### src/hdl/pmpa_pkg.sv
package pmpa_pkg;

    // Device type codes reported by the mouse identify sequence
    localparam logic [7:0] DEV_PLAIN       = 8'd0;
    localparam logic [7:0] DEV_WHEEL       = 8'd3;
    localparam logic [7:0] DEV_WHEEL5      = 8'd4;
    localparam logic [7:0] DEV_TYPE_RESET  = 8'hFF;

    // Command codes on the input channel
    localparam logic CMD_BYTE = 1'b0;
    localparam logic CMD_READ = 1'b1;

    // Packet framing
    localparam int           PKT_DEPTH   = 3;
    localparam logic [1:0]   LAST_PLAIN  = 2'd2;
    localparam logic [1:0]   LAST_WHEEL  = 2'd3;
    localparam int           SYNC_BIT    = 3;
    localparam int           X_SIGN_BIT  = 4;
    localparam int           Y_SIGN_BIT  = 5;

    // Saturation limits of the accumulators
    localparam logic signed [9:0] AXIS_MAX = 10'sd127;
    localparam logic signed [9:0] AXIS_MIN = -10'sd128;

    typedef logic signed [7:0] axis_t;
    typedef logic signed [8:0] delta_t;
    typedef logic [4:0]        buttons_t;
    typedef logic [7:0]        byte_t;

    // Add a signed delta to an accumulator and clamp to the 8-bit range
    function automatic axis_t sat_add(input axis_t acc, input delta_t d);
        logic signed [9:0] sum;
        sum = 10'(signed'({{2{acc[7]}}, acc})) + 10'(signed'({d[8], d}));
        if (sum > AXIS_MAX) begin
            sum = AXIS_MAX;
        end
        else if (sum < AXIS_MIN) begin
            sum = AXIS_MIN;
        end
        return sum[7:0];
    endfunction

endpackage

### src/hdl/pmpa_if.sv
interface pmpa_in_if import pmpa_pkg::*; ();
    logic  valid;
    logic  ready;
    logic  cmd;
    byte_t data_byte;

    modport source (output valid, output cmd, output data_byte, input ready);
    modport sink   (input valid, input cmd, input data_byte, output ready);
endinterface

interface pmpa_out_if import pmpa_pkg::*; ();
    logic     valid;
    logic     ready;
    buttons_t buttons;
    axis_t    motion_x;
    axis_t    motion_y;
    axis_t    motion_wheel;
    logic     packet_done;

    modport source (output valid, output buttons, output motion_x, output motion_y,
                    output motion_wheel, output packet_done, input ready);
    modport sink   (input valid, input buttons, input motion_x, input motion_y,
                    input motion_wheel, input packet_done, output ready);
endinterface

interface pmpa_cfg_if import pmpa_pkg::*; ();
    logic  valid;
    logic  ready;
    byte_t device_type;

    modport source (output valid, output device_type, input ready);
    modport sink   (input valid, input device_type, output ready);
endinterface

### src/hdl/ps2_mouse_packet_accumulator_core.sv
// Mouse packet accumulator: frames mouse bytes into 3-byte (type 0) or 4-byte
// (types 3 and 4) packets, adds each packet's X, Y and wheel deltas into
// saturating 8-bit accumulators and keeps a 5-bit button word; a read beat
// (cmd = 1) reports the sums and clears them. Every input beat gives exactly
// one report beat. One beat is taken per clock unless the report channel
// stalls; each beat passes through the input register, then the result
// register, where the single saturating add per axis sits. Backpressure on
// the report channel holds the result register, then the input register.
// The device_type register is written through the cfg channel, always ready,
// and must only change while no beat is in flight.
module ps2_mouse_packet_accumulator_core
    import pmpa_pkg::*;
(
    input  logic       clk,
    input  logic       rst_n,
    pmpa_cfg_if.sink   cfg,
    pmpa_in_if.sink    mouse_in,
    pmpa_out_if.source report_out
);

    // Input register
    logic  in_valid_reg;
    logic  in_cmd_reg;
    byte_t in_data_reg;

    // Result register
    logic     out_valid_reg;
    buttons_t out_buttons_reg;
    axis_t    out_x_reg;
    axis_t    out_y_reg;
    axis_t    out_wheel_reg;
    logic     out_done_reg;

    // Block state
    byte_t    dev_type_reg;
    logic [1:0] byte_idx_reg;
    logic [1:0] byte_idx_next;
    byte_t    pkt_reg [PKT_DEPTH];
    axis_t    sum_x_reg, sum_y_reg, sum_wheel_reg;
    axis_t    sum_x_next, sum_y_next, sum_wheel_next;
    buttons_t btn_reg, btn_next;

    logic       out_free;
    logic       advance;
    logic       type_ok;
    logic       is_plain;
    logic       sync_drop;
    logic       take;
    logic       complete;
    logic       store;
    logic [1:0] last_idx;
    delta_t     dx, dy, dz;
    logic [1:0] extra;
    axis_t      new_x, new_y, new_wheel;
    byte_t      y_byte;

    assign out_free       = !out_valid_reg || report_out.ready;
    assign advance        = in_valid_reg && out_free;
    assign mouse_in.ready = !in_valid_reg || out_free;
    assign cfg.ready      = 1'b1;

    // Configuration register
    always_ff @(posedge clk or negedge rst_n)
    begin
        if (!rst_n) begin
            dev_type_reg <= DEV_TYPE_RESET;
        end
        else if (cfg.valid) begin
            dev_type_reg <= cfg.device_type;
        end
    end

    // Capture the input beat
    always_ff @(posedge clk or negedge rst_n)
    begin
        if (!rst_n) begin
            in_valid_reg <= 1'b0;
        end
        else if (mouse_in.ready) begin
            in_valid_reg <= mouse_in.valid;
        end
    end

    always_ff @(posedge clk)
    begin
        if (mouse_in.valid && mouse_in.ready) begin
            in_cmd_reg  <= mouse_in.cmd;
            in_data_reg <= mouse_in.data_byte;
        end
    end

    // Decode the framer action for the held byte
    always_comb
    begin
        type_ok   = (dev_type_reg == DEV_PLAIN) || (dev_type_reg == DEV_WHEEL) ||
                    (dev_type_reg == DEV_WHEEL5);
        is_plain  = (dev_type_reg == DEV_PLAIN);
        last_idx  = is_plain ? LAST_PLAIN : LAST_WHEEL;
        sync_drop = (byte_idx_reg == 2'd0) && !in_data_reg[SYNC_BIT];
        take      = (in_cmd_reg == CMD_BYTE) && type_ok && !sync_drop;
        complete  = take && (byte_idx_reg >= last_idx);
        store     = take && !complete;
    end

    // Form the packet deltas
    always_comb
    begin
        y_byte = is_plain ? in_data_reg : pkt_reg[2];
        dx     = signed'({pkt_reg[0][X_SIGN_BIT], pkt_reg[1]});
        dy     = signed'({pkt_reg[0][Y_SIGN_BIT], y_byte});
        dz     = '0;
        extra  = 2'b00;
        if (dev_type_reg == DEV_WHEEL) begin
            dz = signed'({in_data_reg[7], in_data_reg});
        end
        else if (dev_type_reg == DEV_WHEEL5) begin
            dz    = signed'({{5{in_data_reg[3]}}, in_data_reg[3:0]});
            extra = in_data_reg[5:4];
        end
        new_x     = sat_add(sum_x_reg, dx);
        new_y     = sat_add(sum_y_reg, dy);
        new_wheel = sat_add(sum_wheel_reg, dz);
    end

    // Next state of the framer and accumulators
    always_comb
    begin
        byte_idx_next  = byte_idx_reg;
        sum_x_next     = sum_x_reg;
        sum_y_next     = sum_y_reg;
        sum_wheel_next = sum_wheel_reg;
        btn_next       = btn_reg;
        if (in_cmd_reg == CMD_READ) begin
            sum_x_next     = '0;
            sum_y_next     = '0;
            sum_wheel_next = '0;
        end
        else if (complete) begin
            byte_idx_next  = 2'd0;
            sum_x_next     = new_x;
            sum_y_next     = new_y;
            sum_wheel_next = new_wheel;
            btn_next       = {extra, pkt_reg[0][2:0]};
        end
        else if (store) begin
            byte_idx_next = byte_idx_reg + 2'd1;
        end
    end

    // Advance the state when the held beat moves to the result register
    always_ff @(posedge clk or negedge rst_n)
    begin
        if (!rst_n) begin
            byte_idx_reg  <= 2'd0;
            sum_x_reg     <= '0;
            sum_y_reg     <= '0;
            sum_wheel_reg <= '0;
            btn_reg       <= '0;
        end
        else if (advance) begin
            byte_idx_reg  <= byte_idx_next;
            sum_x_reg     <= sum_x_next;
            sum_y_reg     <= sum_y_next;
            sum_wheel_reg <= sum_wheel_next;
            btn_reg       <= btn_next;
        end
    end

    // Packet byte store; the last byte of a plain packet lands in entry 2
    always_ff @(posedge clk)
    begin
        for (int i = 0; i < PKT_DEPTH; i++) begin
            if (advance && (store || (complete && is_plain)) &&
                (byte_idx_reg == 2'(i) || (complete && i == PKT_DEPTH - 1))) begin
                pkt_reg[i] <= in_data_reg;
            end
        end
    end

    // Result register
    always_ff @(posedge clk or negedge rst_n)
    begin
        if (!rst_n) begin
            out_valid_reg <= 1'b0;
        end
        else if (out_free) begin
            out_valid_reg <= in_valid_reg;
        end
    end

    always_ff @(posedge clk)
    begin
        if (advance) begin
            out_done_reg <= complete;
            if (in_cmd_reg == CMD_READ) begin
                out_buttons_reg <= btn_reg;
                out_x_reg       <= sum_x_reg;
                out_y_reg       <= sum_y_reg;
                out_wheel_reg   <= sum_wheel_reg;
            end
            else begin
                out_buttons_reg <= btn_next;
                out_x_reg       <= sum_x_next;
                out_y_reg       <= sum_y_next;
                out_wheel_reg   <= sum_wheel_next;
            end
        end
    end

    assign report_out.valid        = out_valid_reg;
    assign report_out.buttons      = out_buttons_reg;
    assign report_out.motion_x     = out_x_reg;
    assign report_out.motion_y     = out_y_reg;
    assign report_out.motion_wheel = out_wheel_reg;
    assign report_out.packet_done  = out_done_reg;

endmodule

### src/flat_wrapper.sv
// flat-port wrapper written by rule: the top's interface ports become plain ports
module ps2_mouse_packet_accumulator_core_flat import pmpa_pkg::*;
  (clk, rst_n, cfg_valid, cfg_device_type, cfg_ready, mouse_in_valid, mouse_in_cmd, mouse_in_data_byte, mouse_in_ready, report_out_valid, report_out_buttons, report_out_motion_x, report_out_motion_y, report_out_motion_wheel, report_out_packet_done, report_out_ready);
  pmpa_cfg_if cfg_i ();
  pmpa_in_if mouse_in_i ();
  pmpa_out_if report_out_i ();
  input  logic clk;
  input  logic rst_n;
  input wire logic [$bits(cfg_i.valid)-1:0] cfg_valid;
  input wire logic [$bits(cfg_i.device_type)-1:0] cfg_device_type;
  output wire logic [$bits(cfg_i.ready)-1:0] cfg_ready;
  input wire logic [$bits(mouse_in_i.valid)-1:0] mouse_in_valid;
  input wire logic [$bits(mouse_in_i.cmd)-1:0] mouse_in_cmd;
  input wire logic [$bits(mouse_in_i.data_byte)-1:0] mouse_in_data_byte;
  output wire logic [$bits(mouse_in_i.ready)-1:0] mouse_in_ready;
  output wire logic [$bits(report_out_i.valid)-1:0] report_out_valid;
  output wire logic [$bits(report_out_i.buttons)-1:0] report_out_buttons;
  output wire logic [$bits(report_out_i.motion_x)-1:0] report_out_motion_x;
  output wire logic [$bits(report_out_i.motion_y)-1:0] report_out_motion_y;
  output wire logic [$bits(report_out_i.motion_wheel)-1:0] report_out_motion_wheel;
  output wire logic [$bits(report_out_i.packet_done)-1:0] report_out_packet_done;
  input wire logic [$bits(report_out_i.ready)-1:0] report_out_ready;
  assign cfg_i.valid = cfg_valid;
  assign cfg_i.device_type = cfg_device_type;
  assign cfg_ready = cfg_i.ready;
  assign mouse_in_i.valid = mouse_in_valid;
  assign mouse_in_i.cmd = mouse_in_cmd;
  assign mouse_in_i.data_byte = mouse_in_data_byte;
  assign mouse_in_ready = mouse_in_i.ready;
  assign report_out_valid = report_out_i.valid;
  assign report_out_buttons = report_out_i.buttons;
  assign report_out_motion_x = report_out_i.motion_x;
  assign report_out_motion_y = report_out_i.motion_y;
  assign report_out_motion_wheel = report_out_i.motion_wheel;
  assign report_out_packet_done = report_out_i.packet_done;
  assign report_out_i.ready = report_out_ready;
  ps2_mouse_packet_accumulator_core u_core (.clk(clk), .rst_n(rst_n), .cfg(cfg_i), .mouse_in(mouse_in_i), .report_out(report_out_i));
endmodule
### config.mk
export PLATFORM = sky130hd
export DESIGN_NAME = ps2_mouse_packet_accumulator_core_flat
export DESIGN_NICKNAME = d
export VERILOG_FILES = /design/src/hdl/pmpa_pkg.sv /design/src/hdl/pmpa_if.sv /design/src/hdl/ps2_mouse_packet_accumulator_core.sv /design/src/flat_wrapper.sv
export SDC_FILE = /design/constraint.sdc
export NUM_CORES = 1
export LEC_CHECK = 0
export BUFFER_PORTS_ARGS = -buffer_cell sky130_fd_sc_hd__buf_2
export CORE_MARGIN = 3
export CORE_UTILIZATION = 59
export CTS_CLUSTER_DIAMETER = 30
export DETAILED_ROUTE_END_ITERATION = 6
export PLACE_DENSITY = 0.8
export SETUP_SLACK_MARGIN = 0.15
export SKIP_CTS_REPAIR_TIMING = 1
export SYNTH_ARGS = -nofsm -noshare
export SYNTH_HDL_FRONTEND = slang
export SYNTH_SLANG_ARGS = --single-unit
export TNS_END_PERCENT = 30
### constraint.sdc
create_clock -name clk -period 11.7 [get_ports clk]
set_input_delay 2.34 -clock clk [delete_from_list [all_inputs] [get_ports clk]]
set_output_delay 2.34 -clock clk [all_outputs]
set_load 0.01 [all_outputs]
-- After elaboration in Yosys (flattened, before gate mapping)
Memory sizes are Yosys's and may differ from the RTL's.
Cells that the tools add are included.
- bitwise gates (word level): 1
- eq/ne operators: 4
- mux-type cells: 38
- magnitude comparators: 7
- reduce and logical (&&, ||, !) cells: 29
- $mul: 0
- shift-type cells: 0
- $add $sub $neg: 4
- divide/modulo/power cells: 0
- operator list (operator ; count):
    $mux W8 ; 18
    $add A8 B9 Y10 ; 3
    $gt A10 B8 Y1 const B ; 3
    $lt A10 B8 Y1 const B ; 3
    $mux W9 ; 2
    $reduce_or A8 Y1 ; 2
    $mux W5 ; 3
    $logic_and A1 B1 Y1 ; 12
    $mux W2 ; 6
    $mux W1 ; 9
    $eq A8 B2 Y1 const B ; 1
    $eq A8 B3 Y1 const B ; 1
    $logic_not A8 Y1 ; 1
    $logic_or A1 B1 Y1 ; 6
    $logic_not A1 Y1 ; 5
    $reduce_and A3 Y1 ; 1
    $add A2 B1 Y2 const B ; 1
    $eq A2 B1 Y1 const B ; 1
    $eq A2 B2 Y1 const B ; 1
    $ge A2 B2 Y1 ; 1
    $logic_not A2 Y1 ; 1
    $reduce_bool A2 Y1 ; 1
    $not A1 Y1 ; 1
- bits in latches: 0
- word-level logic and storage cells: 99
- memory bits (writable): 24
- bits in registers: 80
- output and inout port bits: 33
- input bits: 22
- memories kept: 1
- memory bits (read-only): 0
- memory list (name ; words ; width ; rd ports ; clocked after Yosys merged registers in ; wr ports ; line ; source):
    u_core.pkt_reg ; 3 ; 8 ; 3 ; 0 ; 1 ; ps2_mouse_packet_accumulator_core.sv:38 ; byte_t pkt_reg [PKT_DEPTH];

-- Longest topological paths before layout
- depth after elaboration: 16
- depth in mapped cells: 15
- mapped depth without buffers: 14

-- Worst setup path after synthesis
Ideal clock, no wire load.
- kind: in2out
- start: input report_out_ready
- end: output mouse_in_ready
- required time: 9.360 ns
- data arrival time: 2.549 ns
- cell stages on the path: 1
- path buffers: 0
- setup slack: 6.811 ns
- path through: nand3b_1
- word-level cells in the longest chain between the ends: 2
- ends and longest elaborated chain (item ; line ; source):
    start, declared ; flat_wrapper.sv:22 ; input wire logic [$bits(report_out_i.ready)-1:0] report_out_ready;
    $logic_or A1 B1 Y1 ; ps2_mouse_packet_accumulator_core.sv:57 ; assign out_free = !out_valid_reg || report_out.ready;
    $logic_or A1 B1 Y1 ; ps2_mouse_packet_accumulator_core.sv:59 ; assign mouse_in.ready = !in_valid_reg || out_free;
    end, declared ; flat_wrapper.sv:15 ; output wire logic [$bits(mouse_in_i.ready)-1:0] mouse_in_ready;
Every way passes these cells.

-- Worst setup path after layout
Ends and elaborated chain as after synthesis.

==> impl_metrics.yaml <==
yosys:
  synthArstFlopShare_pct: 40.6
  synth.ff_latch_count: 101
  synth.distinct_cells: 67
  syn-num-nets: 569
  syn_inst: 514
  yosys_most_used_dff: "edfxtp_1"
  ys_seq_area_share_pct: 51.0
  syn_avg_cell_area_sq_um: 10.8
  syn_area_sq_um: 5570
  synth-edff-count: 60
  ys.warnings.count: 0
finish:
  area_growth_pct: 9.50
  insertedDiodeCount: 0
  drive_above_1_share_pct: 20.6
  fill_cells: 667
  largest_register_ffs: 21
  fin_nets: 619
detailed_routing:
  wirelength_mm: 11.9
  route.detailed.drc: 0
  first_pass_iters: 5
  drtIter0Drc: 295
  via_count: 4133
  avgViaCountPerCell: 6.10
  wl_per_cell_um: 17.5
  postRouteAntennaNets: 0
setup_path:
  path_class: "in2out"
  crit_family: "buffers and inverters"
  cp_slowest_stage_delay_ps: 190
  crit_required_ps: 9360
  crit_arrival_ps: 2790
  crit_cells: 3
  start_kind: "input port"
  path_cells: "buf_2 -> nand3b_1 -> buf_2"
  rr_worst_depth: 13
  cp-end-kind: "output port"
  cpMostUsedCell: "buf_2"
  crit_path_top_delay_cell: "nand3b_1"
  path_buf_inv: 2
  crit_fanout: 3
clock_tree:
  insertion_delay_ps: 360
  cts_made_buffers: 9
  cts_tree: "done"
  max-clock-path-buffers: 2
  root_buffer: "clkbuf_8"
  cts_htree_levels: 3
  clkSinkCount: 101
  clk_pin_slew_worst_paths_ps: 110
floorplan:
  start_util_pct: 62.3
  die_w_um: 103
  dieArea_sq_um: 10600
  ios: 55
  die_h_um: 103
  core_sq_um: 8930
  std_cell_rows: 34
sta:
  setup_viol: 0
  fin_skew_ps: 10.2
  worst_slew_margin_rel_pct: 32.5
  min_period_ps: 5130
  hold_ws_ps: 485
  setup_tns_ps: 0
  post-route-period-util_pct: 43.9
  hold_viol_final: 0
  rsz0062_at_grt: "false"
  max_clock_freq_mhz: 195
  worstMarginPinSlew_ps: 1010
  slew_violations: 0
place:
  dp_hpwl_mm: 8.33
  gp_congestion: 0.926
  io_buffers: 53
pwr:
  p_leak_nw: 2.52
  p_switching_w: 0.000187
  seq_power_share_pct: 57.1
  clkPwrFrac_pct: 32.2
  swShare_pct: 26.3
  p_int_w: 0.000525
  peakVddDrop_mv: 0.0941
  pwr_density_cell_nw_per_um2: 117
  combinationalPowerShare_pct: 10.7
grt:
  grt_pass1_vias: 3961
  grt_usage_pct: 23.5
  grt_max_degree: 43
  grt_pass1_wl_mm: 19.3
  overflow: 0
  antenna_found_initial: 0
run_status:
  outcome: "finished clean"
flow_run:
  drv_cap: 0
worst_hold_path:
  worstHoldPathCells: 2
  min_path_type: "reg2reg"
[metrics by stage]
step,setup slack [ps],std cells,util (%),area (sq um),power (W)
5_1_grt,6540,677,68.3,6100,0.000741
4_1_cts,6570,677,68.3,6100,0.000715
2_1_floorplan,6810,514,-,5570,0.000463
3_3_place_gp,6600,661,66.0,5890,0.000486
3_5_place_dp,6580,661,66.0,5890,0.000490
6_report,6570,677,68.3,6100,0.000712
[cell type report]
cell class	instances	area, sq um	share of cell area (%)
Clock buffer	9	124	2.03
Sequential cell	101	2840	46.5
Timing Repair Buffer	56	288	4.72
Clock inverter	7	81.3	1.33
Tap cell	108	135	2.22
Multi-Input combinational cell	375	2550	41.8
Inverter	21	83.8	1.37
[per-layer routing]
| layer | track usage, % | vias up | part of all wire, % |
|---|---|---|---|
| li1 | - | 1979 | - |
| met1 | 32.3 | 1995 | 45 |
| met2 | 38.5 | 146 | 48 |
| met3 | 4.33 | 13 | 6.0 |
| met4 | 6.67 | 0 | 1.3 |
| met5 | 0 | - | 0 |
[worst paths after layout]
| kind | startpoint | endpoint | slack (ps) |
|---|---|---|---|
| worst max-delay path | report_out_ready | mouse_in_ready | 6570 |
| worst min-delay path | u_core.btn_reg[1] | u_core.btn_reg[1] | 480 |
| worst max register to register | u_core.dev_type_reg[3] | u_core.report_out.motion_y[0] | 7780 |
| worst min register to register | u_core.btn_reg[1] | u_core.btn_reg[1] | 480 |
| max in group asynchronous | rst_n | u_core.sum_x_reg[2] | 8930 |
| min in group asynchronous | rst_n | u_core.sum_y_reg[3] | 2150 |
[cells in the mapped netlist (2+ instances only)]
cell type	n	area share, %
edfxtp_1	60	32
nand2_1	58	3.9
o21ai_0	48	4.3
nor2_1	42	2.8
a21oi_1	38	3.4
dfrtp_1	33	15
ha_1	30	6.7
mux2_2	23	4.7
inv_1	20	1.3
nor3_1	10	0.90
xnor2_1	10	1.6
nor2b_1	9	1.0
dfstp_2	8	3.8
nand2b_1	7	0.79
o21a_1	7	0.94
a211oi_1	6	0.81
and2_1	6	0.67
clkbuf_1	6	0.40
nand3_1	6	0.54
o211ai_1	5	0.67
xor2_1	5	0.79
buf_2	4	0.36
buf_4	4	0.54
o21bai_1	4	0.54
fa_1	3	1.1
o2111ai_1	3	0.47
o21ai_2	3	0.47
o22a_1	3	0.47
or3_1	3	0.34
a21o_1	2	0.27
a221o_1	2	0.36
a2bb2oi_1	2	0.31
a31oi_1	2	0.22
buf_6	2	0.40
nand3b_1	2	0.27
o211a_1	2	0.36
o21ai_1	2	0.18
o311a_1	2	0.36
o311ai_1	2	0.31
o31a_1	2	0.31
o31ai_1	2	0.27
[cells in the final DEF (no fill, tap or decap), types with 4 or more instances in the layout]
cell      count
o21ai_0      48
nand3_1       6
inv_1        20
nor3_1       10
edfxtp_1     60
a211oi_1      6
ha_1         30
mux2_2       23
xor2_1        5
a21oi_1      38
clkbuf_8      9
nor2_1       42
o211ai_1      5
o21bai_1      4
o21a_1        7
nand2_1      58
nor2b_1       9
dfrtp_1      33
xnor2_1      10
dfstp_2       8
and2_1        6
buf_2        53
nand2b_1      7
[power by group through the flow]
| stage | combinational (W) | clock [W] | sequential (W) |
|---|---|---|---|
| floorplan | 0.0000486 | 0 | 0.000414 |
| detailed placement | 0.0000767 | 0 | 0.000414 |
| global route | 0.0000862 | 0.000247 | 0.000408 |
| CTS | 0.0000770 | 0.000232 | 0.000406 |
| finish | 0.0000763 | 0.000229 | 0.000406 |
| global placement | 0.0000733 | 0 | 0.000413 |
[logic make-up after synthesis]
| logic type | count (synthesis) | share of synthesized area, % |
|---|---|---|
| adders and majority gates | 34 | 8.00 |
| buffers and inverters | 38 | 3.28 |
| xor gates and xnor gates | 15 | 2.36 |
| and+or+nand+nor | 153 | 12.9 |
| muxes | 24 | 5.06 |
| AOI/OAI and AO/OA | 148 | 17.3 |
| DFF | 101 | 51.0 |
| other | 1 | 0.0673 |
[worst min-delay path, delay by kind of cell (launching register included)]
| kind | cells | cell delay (ps) |
|---|---|---|
| flip-flops | 1 | 360 |
| AND/OR/NAND/NOR | 2 | 100 |
(Power assumes the default switching activity.)
